--- config.mk ---
export PLATFORM = sky130hd
export DESIGN_NAME = sd_spi_host_sequencer_flat
export DESIGN_NICKNAME = d
export VERILOG_FILES = /design/src/rtl/core/sds_pkg.sv /design/src/rtl/core/sds_if.sv /design/src/rtl/core/sd_spi_host_sequencer.sv /design/src/flat_wrapper.sv
export VERILOG_INCLUDE_DIRS = /design/src /design/src/rtl/core
export SDC_FILE = /design/constraint.sdc
export NUM_CORES = 1
export LEC_CHECK = 0
export BUFFER_PORTS_ARGS = -buffer_cell sky130_fd_sc_hd__buf_2
export CORE_ASPECT_RATIO = 0.7
export CORE_UTILIZATION = 50
export DETAILED_ROUTE_END_ITERATION = 10
export PLACE_DENSITY_LB_ADDON = 0.25
export SYNTH_ARGS = -nofsm -noshare
export SYNTH_HDL_FRONTEND = slang
export SYNTH_SLANG_ARGS = --single-unit
--- constraint.sdc ---
create_clock -name clk -period 3.75 [get_ports clk]
set_input_delay 0.1875 -clock clk [delete_from_list [all_inputs] [get_ports clk]]
set_output_delay 0.1875 -clock clk [all_outputs]
set_load 0.01 [all_outputs]
--- src/rtl/core/sd_spi_host_sequencer_defines.svh ---
// Assertion macros used by the sequencer.
`ifndef SD_SPI_HOST_SEQUENCER_DEFINES_SVH
`define SD_SPI_HOST_SEQUENCER_DEFINES_SVH
`define SDS_ASSERT_IMP(label, clk, rst, a, c) \
  label: assert property (@(posedge clk) disable iff (rst) (a) |-> (c)) \
    else $error("assertion failed");
`define SDS_ASSERT_NEXT(label, clk, rst, a, c) \
  label: assert property (@(posedge clk) disable iff (rst) (a) |=> (c)) \
    else $error("assertion failed");
`endif

--- src/rtl/core/sds_pkg.sv ---
// ----------------------------------------------------------------------------
// sds_pkg
// Types and constants of the SD card SPI host sequencer.
// ----------------------------------------------------------------------------
package sds_pkg;
  localparam int BlockBytes = 512;
  localparam int CountBits = 16;
  localparam int DummyBytes = 80;

  localparam logic [1:0] OP_INIT = 2'd0;
  localparam logic [1:0] OP_READ = 2'd1;
  localparam logic [1:0] OP_WRITE = 2'd2;
  localparam logic [1:0] OP_XFER = 2'd3;

  localparam logic [2:0] ST_OK = 3'd0;
  localparam logic [2:0] ST_RESET_FAIL = 3'd1;
  localparam logic [2:0] ST_UNUSABLE = 3'd2;
  localparam logic [2:0] ST_REJECTED = 3'd3;
  localparam logic [2:0] ST_TOKEN = 3'd4;

  localparam logic [7:0] TOK_START = 8'hFE;
  localparam logic [7:0] TOK_MULTI = 8'hFC;
  localparam logic [7:0] TOK_STOP = 8'hFD;
  localparam logic [7:0] IDLE_BYTE = 8'hFF;

  typedef struct packed {
    logic [1:0]  operation;
    logic [31:0] sector_address;
    logic [15:0] block_count;
    logic [7:0]  card_byte;
    logic [7:0]  write_byte;
  } req_t;

  typedef struct packed {
    logic [7:0]  send_byte;
    logic        send_valid;
    logic        chip_select;
    logic [7:0]  read_byte;
    logic        read_valid;
    logic        want_write_byte;
    logic        finished;
    logic [2:0]  status;
    logic [15:0] blocks_done;
    logic [3:0]  card_kind;
    logic        busy_res;
  } res_t;
endpackage

--- src/rtl/core/sds_if.sv ---
// ----------------------------------------------------------------------------
// sds_if
// Valid/ready channel carrying one payload.
// ----------------------------------------------------------------------------
interface sds_if #(parameter type payload_t = logic) ();
  logic     valid;
  logic     ready;
  payload_t data;
  modport source (output valid, output data, input ready);
  modport sink (input valid, input data, output ready);
endinterface

--- src/rtl/core/sd_spi_host_sequencer.sv ---
// ----------------------------------------------------------------------------
// sd_spi_host_sequencer
// SD card host in SPI mode: one result per accepted request.
// ----------------------------------------------------------------------------
// channel  dir  payload
// req      in   operation, sector_address, block_count, card_byte, write_byte
// res      out  send_byte ... busy_res
// One transaction is taken per cycle while the result register is empty or taken.
// A result register holds the answer; req is ready while it is empty or taken.
// Synchronous reset returns the sequencer to idle with cleared state.
// A stalled result stalls only the request side.
module sd_spi_host_sequencer #(
  parameter int COUNT_BITS = sds_pkg::CountBits
) (
  input logic clk,
  input logic rst,
  sds_if.sink   req,
  sds_if.source res
);
  import sds_pkg::*;
  `include "sd_spi_host_sequencer_defines.svh"

  localparam logic [5:0] PH_IDLE = 6'd0, PH_C0 = 6'd1, PH_C8 = 6'd2, PH_A41V2 = 6'd3,
    PH_C58 = 6'd4, PH_A41V1 = 6'd5, PH_LOOP = 6'd6, PH_C16 = 6'd7, PH_C17 = 6'd8,
    PH_C18 = 6'd9, PH_C12 = 6'd10, PH_C24 = 6'd11, PH_A23 = 6'd12, PH_C25 = 6'd13,
    PH_DUMMY = 6'd14, PH_R7 = 6'd15, PH_OCR = 6'd16, PH_RTOK = 6'd17, PH_RDAT = 6'd18,
    PH_RCRC = 6'd19, PH_WPOLL = 6'd20, PH_WDAT = 6'd21, PH_WCRC = 6'd22,
    PH_WSTAT = 6'd23, PH_SPOLL = 6'd24, PH_SSENT = 6'd25;
  localparam logic [9:0] LastByte = 10'(BlockBytes - 1);

  logic [5:0]  phase, phase_next;
  logic [9:0]  byte_counter, byte_counter_next;
  logic [47:0] command_frame, command_frame_next;
  logic [2:0]  frame_position, frame_position_next;
  logic [3:0]  card_type_bits, card_type_bits_next;
  logic [COUNT_BITS-1:0] blocks_remaining, blocks_remaining_next;
  logic [COUNT_BITS-1:0] blocks_counted, blocks_counted_next;
  logic [31:0] card_address, card_address_next;
  logic [6:0]  app_command_pending, app_command_pending_next;
  logic [31:0] ocr_word, ocr_word_next;
  logic [2:0]  request_status, request_status_next;
  res_t        out_reg, out_next;
  logic        out_valid;
  logic        take;
  req_t        d;
  logic [COUNT_BITS-1:0] cnt;

  assign req.ready = !out_valid || res.ready;
  assign take = req.valid && req.ready;
  assign res.valid = out_valid;
  assign res.data = out_reg;
  assign d = req.data;
  assign cnt = COUNT_BITS'(d.block_count);

  function automatic logic [47:0] build_frame(input logic [5:0] idx, input logic [31:0] arg);
    logic [7:0] crc;
    crc = (idx == 6'd0) ? 8'h95 : ((idx == 6'd8) ? 8'h87 : 8'h01);
    return {2'b01, idx, arg, crc};
  endfunction

  // Command index, argument and ACMD flag for a command phase.
  function automatic logic [38:0] cmd_of(input logic [5:0] ph, input logic [3:0] ctb,
                                         input logic [31:0] addr,
                                         input logic [COUNT_BITS-1:0] rem);
    logic [5:0] idx;
    logic [31:0] arg;
    logic acmd;
    idx = 6'd25; arg = addr; acmd = 1'b0;
    case (ph)
      PH_C0: begin idx = 6'd0; arg = '0; end
      PH_C8: begin idx = 6'd8; arg = 32'h1AA; end
      PH_A41V2: begin idx = 6'd41; arg = 32'h4000_0000; acmd = 1'b1; end
      PH_C58: begin idx = 6'd58; arg = '0; end
      PH_A41V1: begin idx = 6'd41; arg = '0; acmd = 1'b1; end
      PH_LOOP: begin
        arg = '0;
        if (ctb[0]) idx = 6'd1; else begin idx = 6'd41; acmd = 1'b1; end
      end
      PH_C16: begin idx = 6'd16; arg = 32'(BlockBytes); end
      PH_C17: idx = 6'd17;
      PH_C18: idx = 6'd18;
      PH_C12: begin idx = 6'd12; arg = '0; end
      PH_C24: idx = 6'd24;
      PH_A23: begin idx = 6'd23; arg = 32'(rem); acmd = 1'b1; end
      default: idx = 6'd25;
    endcase
    return {acmd, idx, arg};
  endfunction

  always_comb begin
    logic [7:0] b;
    logic [5:0] iss;
    logic do_issue;
    logic [38:0] ci;
    logic [5:0] fcmd;
    logic [7:0] resp;
    logic do_resp;
    logic do_fin;
    logic [2:0] fin_st;
    logic [31:0] ocr_sh;
    phase_next = phase;
    byte_counter_next = byte_counter;
    command_frame_next = command_frame;
    frame_position_next = frame_position;
    card_type_bits_next = card_type_bits;
    blocks_remaining_next = blocks_remaining;
    blocks_counted_next = blocks_counted;
    card_address_next = card_address;
    app_command_pending_next = app_command_pending;
    ocr_word_next = ocr_word;
    request_status_next = request_status;
    out_next = '0;
    b = d.card_byte;
    iss = PH_IDLE;
    do_issue = 1'b0;
    do_resp = 1'b0;
    resp = b;
    do_fin = 1'b0;
    fin_st = ST_OK;
    fcmd = command_frame[45:40];
    ocr_sh = {ocr_word[23:0], b};
    ci = '0;

    if (d.operation != OP_XFER) begin
      if (phase == PH_IDLE) begin
        request_status_next = ST_OK;
        blocks_counted_next = '0;
        if (d.operation == OP_INIT) begin
          card_type_bits_next = '0;
          blocks_remaining_next = '0;
          phase_next = PH_DUMMY;
          byte_counter_next = 10'd1;
          out_next.send_byte = IDLE_BYTE;
          out_next.send_valid = 1'b1;
        end else begin
          blocks_remaining_next = cnt;
          card_address_next = card_type_bits[3] ? d.sector_address
                                                : {d.sector_address[22:0], 9'd0};
          if (cnt == '0) begin
            do_fin = 1'b1;
          end else begin
            do_issue = 1'b1;
            if (d.operation == OP_READ) iss = (cnt == 1) ? PH_C17 : PH_C18;
            else if (cnt == 1) iss = PH_C24;
            else iss = (card_type_bits[2:1] != 2'b00) ? PH_A23 : PH_C25;
          end
        end
      end
    end else if (phase != PH_IDLE) begin
      if (phase <= PH_C25) begin
        if (frame_position < 3'd5) begin
          frame_position_next = frame_position + 3'd1;
          out_next.send_valid = 1'b1;
          case (frame_position)
            3'd0: out_next.send_byte = command_frame[39:32];
            3'd1: out_next.send_byte = command_frame[31:24];
            3'd2: out_next.send_byte = command_frame[23:16];
            3'd3: out_next.send_byte = command_frame[15:8];
            default: out_next.send_byte = command_frame[7:0];
          endcase
        end else if (frame_position == 3'd5) begin
          frame_position_next = 3'd6;
          out_next.send_byte = IDLE_BYTE;
          out_next.send_valid = 1'b1;
        end else if (b[7]) begin
          out_next.send_byte = IDLE_BYTE;
          out_next.send_valid = 1'b1;
        end else if (app_command_pending != '0) begin
          app_command_pending_next = '0;
          if (b > 8'd1) begin
            do_resp = 1'b1;
          end else begin
            ci = cmd_of(phase, card_type_bits, card_address, blocks_remaining);
            command_frame_next = build_frame(ci[37:32], ci[31:0]);
            frame_position_next = '0;
            out_next.send_byte = command_frame_next[47:40];
            out_next.send_valid = 1'b1;
          end
        end else begin
          do_resp = 1'b1;
        end
        if (do_resp) begin
          case (phase)
            PH_C0: if (resp != 8'd1) begin do_fin = 1'b1; fin_st = ST_RESET_FAIL; end
                   else begin do_issue = 1'b1; iss = PH_C8; end
            PH_C8: if (resp == 8'd1) begin
                     phase_next = PH_R7; byte_counter_next = '0; ocr_word_next = '0;
                     out_next.send_byte = IDLE_BYTE; out_next.send_valid = 1'b1;
                   end else begin do_issue = 1'b1; iss = PH_A41V1; end
            PH_A41V2: begin do_issue = 1'b1; iss = (resp != 0) ? PH_A41V2 : PH_C58; end
            PH_C58: if (resp == 8'd0) begin
                      phase_next = PH_OCR; byte_counter_next = '0; ocr_word_next = '0;
                      out_next.send_byte = IDLE_BYTE; out_next.send_valid = 1'b1;
                    end else begin
                      do_fin = 1'b1; fin_st = (card_type_bits != 0) ? ST_OK : ST_UNUSABLE;
                    end
            PH_A41V1: begin
              card_type_bits_next = (resp <= 8'd1) ? 4'd2 : 4'd1;
              do_issue = 1'b1; iss = PH_LOOP;
            end
            PH_LOOP: begin do_issue = 1'b1; iss = (resp != 0) ? PH_LOOP : PH_C16; end
            PH_C16: begin
              if (resp != 0) card_type_bits_next = '0;
              do_fin = 1'b1;
              fin_st = (resp == 0 && card_type_bits != 0) ? ST_OK : ST_UNUSABLE;
            end
            PH_C17, PH_C18:
              if (resp == 0) begin
                phase_next = PH_RTOK;
                out_next.send_byte = IDLE_BYTE; out_next.send_valid = 1'b1;
              end else begin do_fin = 1'b1; fin_st = ST_REJECTED; end
            PH_C12: begin do_fin = 1'b1; fin_st = request_status; end
            PH_C24, PH_C25:
              if (resp == 0) begin
                phase_next = PH_WPOLL;
                out_next.send_byte = IDLE_BYTE; out_next.send_valid = 1'b1;
              end else begin do_fin = 1'b1; fin_st = ST_REJECTED; end
            default: begin do_issue = 1'b1; iss = PH_C25; end
          endcase
        end
      end else begin
        case (phase)
          PH_DUMMY:
            if (byte_counter < 10'(DummyBytes)) begin
              byte_counter_next = byte_counter + 10'd1;
              out_next.send_byte = IDLE_BYTE; out_next.send_valid = 1'b1;
            end else begin do_issue = 1'b1; iss = PH_C0; end
          PH_R7, PH_OCR: begin
            ocr_word_next = ocr_sh;
            byte_counter_next = byte_counter + 10'd1;
            if (byte_counter_next < 10'd4) begin
              out_next.send_byte = IDLE_BYTE; out_next.send_valid = 1'b1;
            end else if (phase == PH_R7) begin
              if (ocr_sh[15:0] == 16'h01AA) begin do_issue = 1'b1; iss = PH_A41V2; end
              else begin
                do_fin = 1'b1; fin_st = (card_type_bits != 0) ? ST_OK : ST_UNUSABLE;
              end
            end else begin
              card_type_bits_next = ocr_sh[30] ? 4'hC : 4'h4;
              do_fin = 1'b1;
            end
          end
          PH_RTOK:
            if (b == IDLE_BYTE) begin
              out_next.send_byte = IDLE_BYTE; out_next.send_valid = 1'b1;
            end else if (b == TOK_START) begin
              phase_next = PH_RDAT; byte_counter_next = '0;
              out_next.send_byte = IDLE_BYTE; out_next.send_valid = 1'b1;
            end else if (fcmd == 6'd17) begin
              do_fin = 1'b1; fin_st = ST_TOKEN;
            end else begin
              request_status_next = ST_TOKEN; do_issue = 1'b1; iss = PH_C12;
            end
          PH_RDAT: begin
            out_next.read_byte = b;
            out_next.read_valid = 1'b1;
            byte_counter_next = byte_counter + 10'd1;
            if (byte_counter == LastByte) begin
              phase_next = PH_RCRC; byte_counter_next = '0;
            end
            out_next.send_byte = IDLE_BYTE; out_next.send_valid = 1'b1;
          end
          PH_RCRC:
            if (byte_counter == '0) begin
              byte_counter_next = 10'd1;
              out_next.send_byte = IDLE_BYTE; out_next.send_valid = 1'b1;
            end else begin
              blocks_counted_next = blocks_counted + 1'b1;
              blocks_remaining_next = blocks_remaining - 1'b1;
              if (fcmd == 6'd17) do_fin = 1'b1;
              else if (blocks_remaining_next != '0) begin
                phase_next = PH_RTOK;
                out_next.send_byte = IDLE_BYTE; out_next.send_valid = 1'b1;
              end else begin do_issue = 1'b1; iss = PH_C12; end
            end
          PH_WPOLL: begin
            out_next.send_valid = 1'b1;
            if (b != IDLE_BYTE) out_next.send_byte = IDLE_BYTE;
            else begin
              out_next.send_byte = (fcmd == 6'd24) ? TOK_START : TOK_MULTI;
              phase_next = PH_WDAT; byte_counter_next = '0;
              out_next.want_write_byte = 1'b1;
            end
          end
          PH_WDAT: begin
            out_next.send_byte = d.write_byte; out_next.send_valid = 1'b1;
            byte_counter_next = byte_counter + 10'd1;
            if (byte_counter < LastByte) out_next.want_write_byte = 1'b1;
            else begin phase_next = PH_WCRC; byte_counter_next = '0; end
          end
          PH_WCRC: begin
            out_next.send_byte = IDLE_BYTE; out_next.send_valid = 1'b1;
            byte_counter_next = byte_counter + 10'd1;
            if (byte_counter >= 10'd2) phase_next = PH_WSTAT;
          end
          PH_WSTAT: begin
            blocks_counted_next = blocks_counted + 1'b1;
            blocks_remaining_next = blocks_remaining - 1'b1;
            if (fcmd == 6'd24) do_fin = 1'b1;
            else begin
              phase_next = (blocks_remaining_next != '0) ? PH_WPOLL : PH_SPOLL;
              out_next.send_byte = IDLE_BYTE; out_next.send_valid = 1'b1;
            end
          end
          PH_SPOLL: begin
            out_next.send_valid = 1'b1;
            if (b == IDLE_BYTE) begin phase_next = PH_SSENT; out_next.send_byte = TOK_STOP; end
            else out_next.send_byte = IDLE_BYTE;
          end
          default: do_fin = 1'b1;
        endcase
      end
    end

    if (do_issue) begin
      phase_next = iss;
      ci = cmd_of(iss, card_type_bits_next, card_address_next, blocks_remaining_next);
      if (ci[38]) begin
        app_command_pending_next = {1'b0, ci[37:32]};
        command_frame_next = build_frame(6'd55, '0);
      end else begin
        app_command_pending_next = '0;
        command_frame_next = build_frame(ci[37:32], ci[31:0]);
      end
      frame_position_next = '0;
      out_next.send_byte = command_frame_next[47:40];
      out_next.send_valid = 1'b1;
    end
    if (do_fin) begin
      if (phase == PH_OCR) fin_st = ST_OK;
      request_status_next = fin_st;
      phase_next = PH_IDLE;
      out_next.finished = 1'b1;
      out_next.send_valid = 1'b0;
      out_next.send_byte = '0;
    end
    out_next.chip_select = (phase_next != PH_IDLE) && (phase_next != PH_DUMMY);
    out_next.status = request_status_next;
    out_next.blocks_done = 16'(blocks_counted_next);
    out_next.card_kind = card_type_bits_next;
    out_next.busy_res = phase_next != PH_IDLE;
  end

  always_ff @(posedge clk) begin
    if (rst) begin
      phase <= PH_IDLE;
      byte_counter <= '0;
      command_frame <= '0;
      frame_position <= '0;
      card_type_bits <= '0;
      blocks_remaining <= '0;
      blocks_counted <= '0;
      card_address <= '0;
      app_command_pending <= '0;
      ocr_word <= '0;
      request_status <= '0;
      out_valid <= 1'b0;
    end else begin
      if (take) begin
        phase <= phase_next;
        byte_counter <= byte_counter_next;
        command_frame <= command_frame_next;
        frame_position <= frame_position_next;
        card_type_bits <= card_type_bits_next;
        blocks_remaining <= blocks_remaining_next;
        blocks_counted <= blocks_counted_next;
        card_address <= card_address_next;
        app_command_pending <= app_command_pending_next;
        ocr_word <= ocr_word_next;
        request_status <= request_status_next;
        out_valid <= 1'b1;
      end else if (res.ready) begin
        out_valid <= 1'b0;
      end
    end
  end

  always_ff @(posedge clk) begin
    if (take) out_reg <= out_next;
  end

  `SDS_ASSERT_IMP(a_fin_idle, clk, rst, out_valid && out_reg.finished, !out_reg.busy_res)
  `SDS_ASSERT_IMP(a_fin_quiet, clk, rst, out_valid && out_reg.finished, !out_reg.send_valid)
  `SDS_ASSERT_NEXT(a_hold, clk, rst, out_valid && !res.ready, out_valid && $stable(out_reg))
endmodule

--- src/flat_wrapper.sv ---
// flat-port wrapper written by rule: the top's interface ports become plain ports
module sd_spi_host_sequencer_flat import sds_pkg::*;
#(
  parameter int COUNT_BITS = sds_pkg::CountBits
)
  (clk, rst, req_valid, req_data, req_ready, res_valid, res_data, res_ready);
  sds_if #(.payload_t(req_t)) req_i ();
  sds_if #(.payload_t(res_t)) res_i ();
  input logic clk;
  input logic rst;
  input wire logic [$bits(req_i.valid)-1:0] req_valid;
  input wire logic [$bits(req_i.data)-1:0] req_data;
  output wire logic [$bits(req_i.ready)-1:0] req_ready;
  output wire logic [$bits(res_i.valid)-1:0] res_valid;
  output wire logic [$bits(res_i.data)-1:0] res_data;
  input wire logic [$bits(res_i.ready)-1:0] res_ready;
  assign req_i.valid = req_valid;
  assign req_i.data = req_data;
  assign req_ready = req_i.ready;
  assign res_valid = res_i.valid;
  assign res_data = res_i.data;
  assign res_i.ready = res_ready;
  sd_spi_host_sequencer #(.COUNT_BITS(COUNT_BITS)) u_core (.clk(clk), .rst(rst), .req(req_i), .res(res_i));
endmodule
==> flow_metrics.env, run 1 <==
export IMPL_cts_reportedPaths_clkPinSlew_ns=0.08
export IMPL_grt_pass1_wl_microns=73800
export IMPL_final_core_util=0.593
export IMPL_wl_per_cell_microns=23.7
export IMPL_drtIter0Drc=2147
export IMPL_ys_flop_type="dfxtp_1"
export IMPL_fin_crit_ns=3.63
export IMPL_required_ns=3.95
export IMPL_ys_async_sr_fraction=0
export IMPL_cts_root_buf="clkbuf_16"
export IMPL_final_hold_viol_count=0
export IMPL_stdcell_count=2092
export IMPL_diodes=0
export IMPL_antenna_left=0
export IMPL_vias_per_cell=6.67
export IMPL_drv_cap=0
export IMPL_r2r_start="u_core.phase[4]"
export IMPL_die_area_sq_um=26000
export IMPL_crit_path_end="u_core.res.data[35]"
export IMPL_clock_latency_ns=0.46
export IMPL_fill_cells=2300
export IMPL_yosysTopAreaCellShare=0.236
export IMPL_num_vias=14000
export IMPL_syn_avg_cell_area_sq_um=7.79
export IMPL_wirelength_microns=49500
export IMPL_antenna_found_initial=1
export IMPL_max_vdd_ir_drop_v=0.000426
export IMPL_layout_drive_gt1_share=0.202
export IMPL_outcome="finished, final reports clean"
export IMPL_cp_arrival_ns=3.83
export IMPL_r2r_end="u_core.res.data[35]"
export IMPL_synth_edf_count=45
export IMPL_synth_area_sq_um=12700
export IMPL_grt_usage=0.380
export IMPL_max_clock_freq_mhz=276
export IMPL_reg2regPathDepth=12
export IMPL_initial_core_util=0.512
export IMPL_relSlewSlack=0.331
export IMPL_core_sq_um=24700
export IMPL_fin_tns_setup_ns=0
export IMPL_ys_types=107
export IMPL_die_h_microns=135
export IMPL_setup_violations=0
export IMPL_synthesis_nets=1710
export IMPL_critPathMaxFanout=8
export IMPL_stdcell_area_sq_um=14700
export IMPL_drt_first_pass_iters=9
export IMPL_worstSetupPathType="flop to flop"
export IMPL_grt_max_degree=68
export IMPL_ys_top_cells_by_count="201 x nor2_1, 170 x nand2_1, 151 x a21oi_1, 149 x dfxtp_1, 106 x o21ai_0"
export IMPL_cp_end_kind="flop"
export IMPL_synth_most_common_cell="nor2_1"
export IMPL_startpoint_type="flop"
export IMPL_yosysWarnings=0
export IMPL_gp_congestion=1.11
export IMPL_portBuffers=116
export IMPL_io_pins=117
export IMPL_worstSetupStartpoint="u_core.phase[4]"
export IMPL_rsz0062_at_grt="false"
export IMPL_overflow=0
export IMPL_ys_seq_area_frac=0.342
export IMPL_power_density_nw_per_um2=430
export IMPL_htreeDepth=4
export IMPL_dpl_cell_count=2059
export IMPL_finClkSkew_ns=0.0156
export IMPL_cts_tree="done"
export IMPL_hold_class="primary input to flop"
export IMPL_grt_pass1_vias=12100
export IMPL_p_leak_nw=5.38
export IMPL_period_share=0.967
export IMPL_final_nets=1838
export IMPL_num_rows=48
export IMPL_r2r_setup_slack_ns=0.12
export IMPL_drc=0
export IMPL_finalMaxSlewViolations=0
export IMPL_area_growth_pct=15.9
export IMPL_clockBufferDepth=2
export IMPL_synth_area_leaders="dfxtp_1 24%, edfxtp_1 11%, a21oi_1 6.0%"
export IMPL_placed_area_sq_um=14100
export IMPL_cts_buffers=17
export IMPL_yosysTopAreaCell="dfxtp_1"
export IMPL_worstMarginPinSlew_ns=1.00
export IMPL_die_w_microns=192
export IMPL_dp_hpwl_microns=37200
export IMPL_synth_seq_cells=194
export IMPL_syn_inst=1626
export IMPL_cts_num_sinks=194
-- layout by cell type, fill, tap and decap left out, types with 8 or more instances in the layout --
master / instances
nor2b_1: 11
a221oi_1: 14
buf_2: 115
o22ai_1: 20
nand2b_1: 13
a21oi_1: 151
nand3_1: 63
and2_1: 18
nor3_2: 25
o21ai_0: 106
clkbuf_16: 17
o31ai_1: 16
and3_1: 19
a22oi_1: 18
o211ai_1: 8
a221oi_2: 10
nor3_1: 64
buf_4: 112
o21ai_1: 13
a222oi_1: 8
inv_1: 33
edfxtp_1: 45
nand4_1: 15
a211oi_1: 36
nor2_1: 199
or3_1: 15
a31oi_1: 23
nand2_1: 169
ha_1: 14
mux2i_1: 32
dfxtp_1: 148
or2_2: 9
nor4_1: 14
-- per-layer routing --
| metal | up-vias | wire [microns] | global-route usage |
|---|---|---|---|
| li1 | 6320 | - | - |
| met1 | 6564 | 22300 | 0.588 |
| met2 | 972 | 18800 | 0.479 |
| met3 | 105 | 7370 | 0.141 |
| met4 | 2 | 1050 | 0.0901 |
| met5 | - | 9 | 0 |
-- flip-flops by register name, summed over array words and instances, names as in the netlist, 10 cells and up --
register and cells:
u_core.byte_counter 10, u_core.blocks_counted 16, u_core.command_frame 42, u_core.res.data 45, u_core.blocks_remaining 16, u_core.card_address 32, u_core.ocr_word 10
-- final cells by class --
class	instances	area, sq um	area share
Timing Repair Buffer	234	1550	0.105
Inverter	36	136	0.00929
Clock inverter	12	120	0.00818
Sequential cell	194	4340	0.295
Tap cell	325	407	0.0277
Clock buffer	20	457	0.0311
Multi-Input combinational cell	1271	7680	0.523
-- worst min-delay path by stage --
stage	start	endpoint	slack (ns)	cells past startpoint
6_report	req_data[13]	u_core.ocr_word[5]	0.02	3
5_1_grt	req_data[13]	u_core.ocr_word[5]	0.03	3
4_1_cts	req_data[12]	u_core.ocr_word[4]	0.01	3
3_5_place_dp	u_core.ocr_word[7]	u_core.ocr_word[7]	0.44	2
3_3_place_gp	u_core.ocr_word[1]	u_core.ocr_word[1]	0.44	2
2_1_floorplan	req_valid	u_core.res.valid	0.32	2
-- timing repair --
item / in CTS / in global routing
endpoints found under the setup margin: 3 / 19
pin swaps: 0 / 1
hold endpoints to repair: 1 / 0
gates resized for setup: 1 / 7
hold buffers: 1 / 0
setup buffers: 0 / 0
-- power breakdown --
part | switching, W | total, W | internal (W)
combinational | 0.00129 | 0.00197 | 0.000678
sequential | 0.000172 | 0.00249 | 0.00231
clock | 0.000937 | 0.00185 | 0.000917
total | 0.00240 | 0.00631 | 0.00391
-- per-stage QoR --
step                      setup slack (ns)  hold WS (ns)  total power, W
after floorplan                      0.656         0.317         0.00371
final                                0.124        0.0204         0.00631
after global placement              0.0832         0.438         0.00439
after global routing                0.0151        0.0317         0.00654
after CTS                           0.0766        0.0140         0.00623
after detailed placement            0.0386         0.444         0.00440
-- worst max-delay path, stage by stage, from the launching register on --
cell      delay, ns
dfxtp_1        0.49
nor4bb_1       0.59
buf_4          0.30
nand2_1        0.16
nor3_1         0.20
buf_4          0.17
nor2_1         0.07
o21a_1         0.16
a22oi_2        0.41
o31ai_1        0.15
a31oi_1        0.37
and3_1         0.23
o21ai_1        0.07
-- kinds of logic (layout without fill, tap and decap cells) --
family,after synthesis,after routing,share of synthesized area
and+or+nand+nor,686,686,0.273
DFF,194,194,0.342
adders and majority gates,14,14,0.0138
buffers and inverters,161,302,0.0542
muxes,33,33,0.0271
AOI/OAI and AO/OA,531,531,0.285
xor gates and xnor gates,7,7,0.00484
Power figures use the tool's default switching activity.
==> run 2, diff against run 1 <==
- CELL_PAD_IN_SITES_DETAIL_PLACEMENT: not set -> 0
- CELL_PAD_IN_SITES_GLOBAL_PLACEMENT: not set -> 2
- CORE_UTILIZATION: 50 -> 36
==> flow_metrics.env, run 2 (synthesized netlist as in run 1, its figures left out) <==
export IMPL_final_cell_mix="199 x nor2_1, 168 x nand2_1, 151 x a21oi_1, 145 x dfxtp_1, 135 x buf_4"
export IMPL_final_nets=1867
export IMPL_die_h_microns=159
export IMPL_max_clock_freq_mhz=275
export IMPL_cts_setup_buffers=0
export IMPL_vias_per_cell=6.03
export IMPL_antenna_found_initial=1
export IMPL_dp_hpwl_microns=41800
export IMPL_area_growth_pct=19.5
export IMPL_crit_family="simple AND/OR/NAND/NOR gates"
export IMPL_outcome="finished, final reports clean"
export IMPL_fin_crit_ns=3.63
export IMPL_slowest_stage="or3_1"
export IMPL_layout_drive_gt1_share=0.215
export IMPL_final_core_util=0.437
export IMPL_comb_power_share=0.322
export IMPL_fill_cells=3606
export IMPL_worstSetupPathType="flop to flop"
export IMPL_dpl_cell_count=2231
export IMPL_final_hold_viol_count=0
export IMPL_cp_end_kind="flop"
export IMPL_htreeDepth=4
export IMPL_cts_root_buf="clkbuf_16"
export IMPL_num_vias=13700
export IMPL_setup_violations=0
export IMPL_stdcell_count=2268
export IMPL_cts_num_sinks=194
export IMPL_required_ns=3.96
export IMPL_startpoint_type="flop"
export IMPL_power_density_nw_per_um2=426
export IMPL_hold_class="primary input to flop"
export IMPL_diodes=0
export IMPL_rsz0062_at_grt="false"
export IMPL_cp_arrival_ns=3.85
export IMPL_finClkSkew_ns=0.0127
export IMPL_io_pins=117
export IMPL_largest_reg_flops=45
export IMPL_initial_core_util=0.365
export IMPL_crit_chain="inv_1 -> ha_1 -> or3_1 -> nor3_1 -> o21ai_1 -> and3_1 -> a21o_1 -> o31ai_1 -> a31oi_1 -> nor3_1 -> nand2_1"
export IMPL_mostFrequentLayoutCell="nor2_1"
export IMPL_grt_pass1_wl_microns=81900
export IMPL_period_share=0.969
export IMPL_drv_cap=0
export IMPL_p_leak_nw=5.52
export IMPL_relSlewSlack=0.307
export IMPL_wirelength_microns=54800
export IMPL_grt_usage=0.306
export IMPL_finalMaxSlewViolations=0
export IMPL_wl_per_cell_microns=24.2
export IMPL_fin_tns_setup_ns=0
export IMPL_antenna_left=0
export IMPL_swShare=0.379
export IMPL_overflow=0
export IMPL_clockBufferDepth=2
export IMPL_cts_tree="done"
export IMPL_drc=0
export IMPL_portBuffers=116
export IMPL_die_area_sq_um=35900
export IMPL_gp_congestion=1.00
export IMPL_cts_buffers=17
export IMPL_worstMarginPinSlew_ns=1.03
export IMPL_cts_reportedPaths_clkPinSlew_ns=0.08
export IMPL_max_vdd_ir_drop_v=0.000313
export IMPL_die_w_microns=226
export IMPL_grt_pass1_vias=12400
export IMPL_pwr_share_seq=0.386
export IMPL_num_rows=57
export IMPL_drtIter0Drc=1776
export IMPL_critPathMaxFanout=8
export IMPL_p_int_w=0.00401
export IMPL_placed_area_sq_um=14500
export IMPL_crit_buf_inv=1
export IMPL_cpPeakStageDelay_ns=0.54
export IMPL_grt_max_degree=86
export IMPL_clock_latency_ns=0.47
export IMPL_p_switching_w=0.00245
export IMPL_clkPwrFrac=0.292
export IMPL_drt_first_pass_iters=6
export IMPL_core_sq_um=34700
export IMPL_stdcell_area_sq_um=15100
export IMPL_cp_common_cell="nor3_1"
==> run 2: cell types whose count changed in the layout (fill, tap and decap cells not counted), moves of 2 or more <==
| cell | change |
|---|---|
| dfxtp_2 | +3 |
| dfxtp_1 | -3 |
| buf_4 | +23 |
| inv_8 | -3 |
| dlygate4sd3_1 | +4 |
| clkinv_4 | -2 |
| clkbuf_1 | +2 |
| inv_6 | +2 |
==> run 2: per-layer routing <==
metal	wire, microns	GRT usage
met1	28400	0.504
met2	20400	0.383
met3	5180	0.0761
met4	735	0.0627
met5	0	0
==> run 2: timing repair <==
item	4_1_cts	5_1_grt
setup endpoints to repair	0	51
hold endpoints to repair	5	0
resized for setup	0	17
hold buffers	5	0
==> run 2: tightest hold or removal path, delay by kind of cell <==
family | cells | cell delay, ns
compound gates | 1 | 0.06
simple gates | 1 | 0.07
buf+inv | 1 | 0.13
==> run 2: layout make-up <==
type | instances | area, sq um | area share
inverter | 36 | 136 | 0.00901
tap | 472 | 591 | 0.0390
multi-input combinational | 1271 | 7700 | 0.509
clock buffer | 21 | 450 | 0.0298
timing repair buffer | 263 | 1790 | 0.118
sequential | 194 | 4340 | 0.287
clock inverter | 11 | 124 | 0.00818
==> run 2: final timing paths <==
kind / startpoint / end / slack, ns / cells past startpoint
worst max register to register: u_core.frame_position[1] / u_core.res.data[0] / 0.12 / 11
worst min-delay path: req_data[12] / u_core.ocr_word[4] / 0.02 / 3
worst min register to register: u_core.ocr_word[2] / u_core.ocr_word[2] / 0.46 / 2
worst max-delay path: u_core.frame_position[1] / u_core.res.data[0] / 0.12 / 11
==> run 2: per-stage QoR <==
step	power (W)	worst slack, ns	hold slack, ns
after floorplan	0.00371	0.656	0.317
after detailed placement	0.00453	0.0885	0.443
after CTS	0.00643	0.0515	0.00207
final	0.00645	0.116	0.0219
after global placement	0.00455	-0.0215	0.433
after global routing	0.00676	0.0348	0.0167
==> run 2: power groups by stage <==
stage	Combinational (W)	Clock, W	Sequential, W
floorplan	0.00124	0	0.00247
global placement	0.00203	0	0.00252
detailed placement	0.00201	0	0.00252
CTS	0.00203	0.00193	0.00248
global route	0.00224	0.00201	0.00250
finish	0.00208	0.00189	0.00249
